==> src/sv/shp_pkg.sv <==
// ----------------------------------------------------------------------------
// shp_pkg: shared constants and types for the smoothed heaviside phase unit
// fixed-point formats, horner divisor tables, pipeline sideband struct
// ----------------------------------------------------------------------------
package shp_pkg;

    // fraction bits of distance, half width, reciprocal and phase output
    localparam int FRACTION_BITS = 16;
    localparam int PHASE_W       = FRACTION_BITS + 1;
    localparam int OUT_TDATA_W   = ((PHASE_W + 7) / 8) * 8;
    localparam int Q30_SHIFT     = 30 - FRACTION_BITS;

    localparam logic [PHASE_W-1:0] ONE_F  = {1'b1, {FRACTION_BITS{1'b0}}};
    localparam logic [63:0]        HALF_F = 64'd1 << (FRACTION_BITS - 1);

    // internal band maths in unsigned q2.30
    localparam logic [30:0] ONE_Q30    = 31'h4000_0000;
    localparam logic [30:0] HALF_Q30   = 31'h2000_0000;
    localparam logic [30:0] ROUND_Q30  = 31'((64'd1 << Q30_SHIFT) >> 1);
    localparam logic [31:0] PI_Q30     = 32'd3373259426;
    localparam logic [27:0] INV2PI_Q30 = 28'd170891319;

    // horner chain for the sine series, innermost term first
    localparam int HORNER_CELLS = 5;
    localparam int DIV_W        = 7;
    localparam logic [DIV_W-1:0] HORNER_DIV [HORNER_CELLS] =
        '{7'd110, 7'd72, 7'd42, 7'd20, 7'd6};
    // floor(2^32 / divisor), estimate is low by at most one
    localparam logic [31:0] HORNER_RECIP [HORNER_CELLS] = '{
        32'(33'h1_0000_0000 / 33'd110),
        32'(33'h1_0000_0000 / 33'd72),
        32'(33'h1_0000_0000 / 33'd42),
        32'(33'h1_0000_0000 / 33'd20),
        32'(33'h1_0000_0000 / 33'd6)
    };

    // configuration register indexes
    typedef enum logic {
        REG_HALF_WIDTH         = 1'b0,
        REG_INVERSE_HALF_WIDTH = 1'b1
    } reg_index_t;

    // per-item control that travels alongside the datapath
    typedef struct packed {
        logic               valid;
        logic               neg;      // distance was negative
        logic               outside;  // |psi| > eps, result is a constant
        logic [PHASE_W-1:0] m;        // |t| in q.f, saturated to one
        logic [30:0]        z;        // sine argument, q30
    } side_t;

endpackage

==> src/sv/shp_back.sv <==
// ----------------------------------------------------------------------------
// shp_back: sine, heaviside sum and rounding to the q1.f phase fraction
// two register stages, result is combinational from the last one
// ----------------------------------------------------------------------------
module shp_back import shp_pkg::*; (
    input  logic               aclk,
    input  logic               aresetn,
    input  logic               ce,
    input  side_t              side_in,
    input  logic [30:0]        p_in,
    output logic               res_valid,
    output logic [PHASE_W-1:0] res_phase
);

    side_t       s1_reg, s2_reg;
    logic [61:0] sp_reg, sp_next;
    logic [58:0] gp_reg, gp_next;

    logic [30:0] s;
    logic [30:0] x;
    logic [30:0] g;
    logic [31:0] a_sum;
    logic [30:0] a;
    logic [31:0] res_w;

    assign sp_next = 62'(side_in.z) * 62'(p_in);

    always_comb begin
        s       = sp_reg[60:30];
        gp_next = 59'(s) * 59'(INV2PI_Q30);
    end

    always_comb begin
        x     = 31'(s2_reg.m) << Q30_SHIFT;
        g     = {1'b0, x[30:1]} + 31'(gp_reg[58:30]);
        a_sum = 32'(HALF_Q30) + 32'(g);
        if (s2_reg.neg) begin
            a = (a_sum > 32'(ONE_Q30)) ? ONE_Q30 : a_sum[30:0];
        end else begin
            a = (g >= HALF_Q30) ? 31'd0 : (HALF_Q30 - g);
        end
        res_w = (32'(a) + 32'(ROUND_Q30)) >> Q30_SHIFT;
        if (s2_reg.outside) begin
            res_phase = s2_reg.neg ? ONE_F : '0;
        end else begin
            res_phase = (res_w > 32'(ONE_F)) ? ONE_F : res_w[PHASE_W-1:0];
        end
    end

    always_ff @(posedge aclk) begin
        if (!aresetn) begin
            s1_reg <= '0;
            s2_reg <= '0;
        end else if (ce) begin
            s1_reg <= side_in;
            s2_reg <= s1_reg;
        end
    end

    always_ff @(posedge aclk) begin
        if (ce) begin
            sp_reg <= sp_next;
            gp_reg <= gp_next;
        end
    end

    assign res_valid = s2_reg.valid;

endmodule

==> config.mk <==
export PLATFORM = sky130hd
export DESIGN_NAME = shp_back
export DESIGN_NICKNAME = d
export VERILOG_FILES = /design/src/sv/shp_pkg.sv /design/src/sv/shp_back.sv
export SDC_FILE = /design/constraint.sdc
export NUM_CORES = 2
export LEC_CHECK = 0
export BUFFER_PORTS_ARGS = -buffer_cell sky130_fd_sc_hd__buf_2
export CORE_MARGIN = 1
export CORE_UTILIZATION = 27
export CTS_BUF_LIST = sky130_fd_sc_hd__clkbuf_4 sky130_fd_sc_hd__clkbuf_8
export DETAILED_ROUTE_END_ITERATION = 12
export HOLD_SLACK_MARGIN = 0.06
export MAX_ROUTING_LAYER = met4
export SKIP_LAST_GASP = 1
export SLEW_MARGIN = 15
export SYNTH_ARGS = -nofsm -noshare
export SYNTH_HDL_FRONTEND = slang
export SYNTH_SLANG_ARGS = --single-unit
==> constraint.sdc <==
create_clock -name aclk -period 11.9 [get_ports aclk]
set_input_delay 2.38 -clock aclk [delete_from_list [all_inputs] [get_ports aclk]]
set_output_delay 2.38 -clock aclk [all_outputs]
set_load 0.02 [all_outputs]
After elaboration in Yosys (flattened, before gate mapping)
Cells that the tools add are included.

Register bits: 160. Input bits: 85. Output and inout bits: 18. Logic and storage cells: 25.

$add $sub $neg: 4. Multipliers: 2. Order comparisons: 3. Multiplexer cells: 6.

Operator list (number): 31-bit two-way mux (3); 31-bit by 31-bit multiplier with 61-bit output (1); 31-bit by 28-bit multiplier with 59-bit output, second input constant (1); 17-bit two-way mux (3); 30-bit by 31-bit adder with 32-bit output, first input constant (1); 31-bit by 14-bit adder with 32-bit output, second input constant (1); 32-bit by 31-bit greater-than comparator with 1-bit output, second input constant (1); 30-bit by 29-bit adder with 31-bit output (1); 31-bit by 30-bit greater-or-equal comparator with 1-bit output, second input constant (1); 30-bit by 31-bit subtractor with 31-bit output, first input constant (1); 18-bit by 17-bit greater-than comparator with 1-bit output, second input constant (1).

Logic depth before layout (Yosys ltp)
Word-level depth: 9. Mapped depth: 32. Depth with buffers taken out: 31.

Worst setup path after synthesis
Ideal clock, no wire load.

Kind: in2reg. Start: in p_in[4]. End: reg sp_reg[59] (data pin). Library setup time: 258 ps. Data arrival time: 9595 ps. Data required time: 11642 ps. Path slack: 2047 ps. Cell stages on the path: 29. Cells stage by stage: clkbuf_1 and2_1 fa_1 fa_1 fa_1 inv_1 fa_1 inv_1 fa_1 inv_1 fa_1 inv_1 fa_1 inv_1 fa_1 inv_1 ha_1 nand2_1 a2111o_1 o2111a_1 nor4_1 o211ai_1 a211oi_1 o31ai_1 a21oi_1 o21ai_0 o211ai_1 a21oi_1 xnor2_1.

Longest elaborated chain between the ends: 1.

Ends and longest elaborated chain: start: declaration (line shp_back.sv:10) `input logic [30:0] p_in,`; 31-bit by 31-bit multiplier with 61-bit output (line shp_back.sv:26) `assign sp_next = 62'(side_in.z) * 62'(p_in);`; via sp_next[59] (line shp_back.sv:16) `logic [61:0] sp_reg, sp_next;`; end signal: assignment (line shp_back.sv:62) `sp_reg <= sp_next;`; end: declaration (line shp_back.sv:16).

The timed path passes the listed nets, and every way through them passes these cells. A chain may end at the register's enable or synchronous reset.

Worst setup path in the final report
Start: in p_in[8]. End: reg sp_reg[60] (data pin).

Same word-level chain as after synthesis.

==> out/results.txt <==
The flow ran to the end, and the final reports show no timing, DRC or antenna violations. Routability-driven placement finished with a final weighted congestion of 0.893. In the post-synthesis netlist, the biggest area contributors are fa_1 48%, ha_1 15%, inv_1 9.9%. The async set or reset register ratio after synthesis is 0, and the post-CTS resize count is 0. In the post-synthesis netlist, the cell with the most instances is inv_1. 103 I/O pins were placed. The logs give 3.67 ns for the register-to-register path setup slack and 3 for the number of H-tree levels.

The number of cells on the worst reg-to-reg path was 24; the average cell area after synthesis was 9.71 um^2. The filler cells instantiated in the layout total 18900. By count the netlist is led by 1299 x inv_1, 1186 x fa_1, 588 x ha_1. Number of max-slew violations in the final report: 0. The number of clock buffers added by TritonCTS is 9.

Vertical die dimension: 428 um. The detailed router finished its first iteration with 1762 violations. The full die area came out at 183000 um^2.

Setup total negative slack on the finished layout was measured at 0 ns. The detail-routed via count per cell came out at 4.49. Of all nets on the critical path, the largest fanout is 20. The final critical-path required period was 10.79 ns; the remaining design rule violation count was 0. For the pin with the worst max-slew slack, the measured transition is 0.923 ns. The clock slew seen by the registers of the worst setup and hold paths is 0.11 ns. The run gives 0.151 as the global-route total usage across every layer.

The path class of the tightest hold or removal check is reg2reg. The net count of the finished layout is 6867. The max-cap violation count came out at 0. Setup repair after global routing left no endpoint under its margin. The number of flip-flops under the largest register name was 31; the number of antenna violations at the first check in global routing was 21.

For hold timing, the worst endpoint is s1_reg[38]. Proportion of netlist area held by the largest area contributor: 0.484. The largest single stage delay on the critical path is 0.54 ns. Data on the critical path arrives at its endpoint at 10.98 ns. STA classifies the critical path endpoint as a register. The layout cell share with drive strength beyond 1 was 0.0405. The source of the worst hold timing path was s1_reg[38]. The distinct cell type count after synthesis is 82. At the later pin of the worst-skew pair, clock insertion delay measures 0.43 ns. The floorplan has 156 rows.

The total overflow left after global routing is 0. For the number of instances in the synthesized netlist, the log shows 5052. The worst hold path was traced through 2 stages. The tools report the remaining max-slew budget at the tightest pin as 0.384. For the number of buffers on the longest clock path, the log shows 2. Counting every net in the synthesized netlist gives 6911. The portion of the clock cycle consumed by the worst path in the final layout came out at 0.907. TritonCTS built the clock tree. The most numerous cell type found on the critical path is fa_1. After floorplanning, the core was sized to cover 181000 um^2. Across all layers, the routed design uses 33200 vias. The via count of the first global-routing pass was 36800; the number of nets with antenna violations after detailed routing was 0. The synthesized design spends more area on one cell type than any other, namely fa_1.

The logs give 0 for the total of endpoints with negative setup slack in the final report and 0 for the final hold violation count. For the sequential share of the synthesized area, the log shows 0.0531. The worst register-to-register path begins at sp_reg[37]. For this block, the routed nets add up to 131 mm of wire. After detailed routing, the average wire length per cell comes to 17.7 um.

In the synthesized netlist the dominant register cell turns out to be edfxtp_1. The hold buffer count at cts was 0; the count of input and output buffers was 102. The worst setup path is launched from an input pin. The critical path is of the in2reg type. Yosys mapped a number of flops with a built-in enable equal to 60.

Highest clock rate: 92.7 MHz. Register bit count reported by yosys: 100. The mapped netlist covers 49000 um^2.

For this design, the sink count on the clock tree is 100. The starting utilization of the core area was 0.272; the worst setup skew after layout was 0.0137 ns. The number of setup buffers added after CTS is 0. From synthesis to final layout, the design area changed by 6.72%.

The first global-routing pass estimated 210 mm of wire. STA puts the critical path data required time at 12.09 ns. The die is 428 um wide. During synthesis, Yosys emitted a total of 0 warnings.

CTS placed an instance of clkbuf_8 at the clock tree root. For the placed wire-length estimate after detailed placement, the log shows 109 mm. In this run the critical register-to-register path is captured at gp_reg[58]. The tools report the first-pass detailed-route iteration total as 6.

Entering global routing, the biggest net connects 62 pins. On the critical path, the stage with the largest delay is an instance of fa_1.
final cells by class:
cell class              count  area, um^2  area share
inverters                1299        4880      0.0932
clock buffers               9         124     0.00237
well taps                2370        2970      0.0567
clock inverters             7        91.3     0.00174
diodes                      5        12.5    0.000239
multi-input cells        3439       40700       0.778
flip-flops and latches    100        2600      0.0497
repair buffers            159         953      0.0182
per-layer routing:
layer  share of wire  GRT usage
met5               0          -
met4           0.026     0.0366
met3           0.059     0.0185
met2            0.48      0.250
met1            0.43      0.195
placed cells by master, fill, tap and decap left out, drive strengths merged, types with 7 or more instances in the layout:
cell type / n
mux2i: 43
o21bai: 7
o31ai: 8
xor2: 27
ha: 588
xnor2: 56
o211ai: 15
nand4: 13
nand3: 23
fa: 1186
nor2b: 57
o22ai: 9
inv: 1302
and3: 14
and2: 503
clkbuf: 9
edfxtp: 60
a21oi: 66
o21a: 20
nand2: 502
nor3: 25
nand2b: 8
dfxtp: 40
nor2: 86
nor4: 9
a21o: 39
a211oi: 16
o21ai: 42
buf: 159
through the flow:
| stage | utilization | hold slack [ns] | area [um^2] | setup slack, ns | std cells |
|---|---|---|---|---|---|
| 3_3_place_gp | 0.289 | 0.492 | 52100 | 0.723 | 7367 |
| 2_1_floorplan | - | 0.482 | 49000 | 2.05 | 5052 |
| 3_5_place_dp | 0.289 | 0.503 | 52100 | 0.677 | 7367 |
| 4_1_cts | 0.290 | 0.532 | 52300 | 1.14 | 7383 |
| 6_report | 0.290 | 0.528 | 52300 | 1.11 | 7388 |
| 5_1_grt | 0.290 | 0.546 | 52300 | 0.702 | 7388 |
cells by family (layout without fill, tap and decap cells):
| group | Yosys count | after routing | share of synthesized area |
|---|---|---|---|
| AO/OA/AOI/OAI | 278 | 278 | 0.0400 |
| XOR/XNOR | 83 | 83 | 0.0148 |
| adder cells (fa/ha/maj) | 1774 | 1774 | 0.634 |
| buffers and inverters | 1513 | 1474 | 0.117 |
| flip-flops | 100 | 100 | 0.0531 |
| multiplexers | 43 | 43 | 0.00878 |
| other | 0 | 5 | 0 |
| AND/OR/NAND/NOR | 1261 | 1261 | 0.133 |
critical path, delay by kind of cell:
kind                       cells  cell delay, ns
AOI/OAI and AO/OA             10            3.13
buffers and inverters          7            0.98
and+or+nand+nor                3            0.49
xor gates and xnor gates       1            0.10
adders and majority gates      9            3.87
worst max-delay path by stage:
stage                       start         end  depth (start not counted)
final                     p_in[8]  sp_reg[60]                         30
after CTS                 p_in[8]  sp_reg[60]                         30
after detailed placement  p_in[8]  sp_reg[60]                         30
after floorplan           p_in[4]  sp_reg[59]                         29
after global routing      p_in[8]  sp_reg[60]                         30
after global placement    p_in[8]  sp_reg[60]                         30
Power is not shown: default switching activity piles up to over one toggle a cycle in this logic, so the estimate is an artifact.
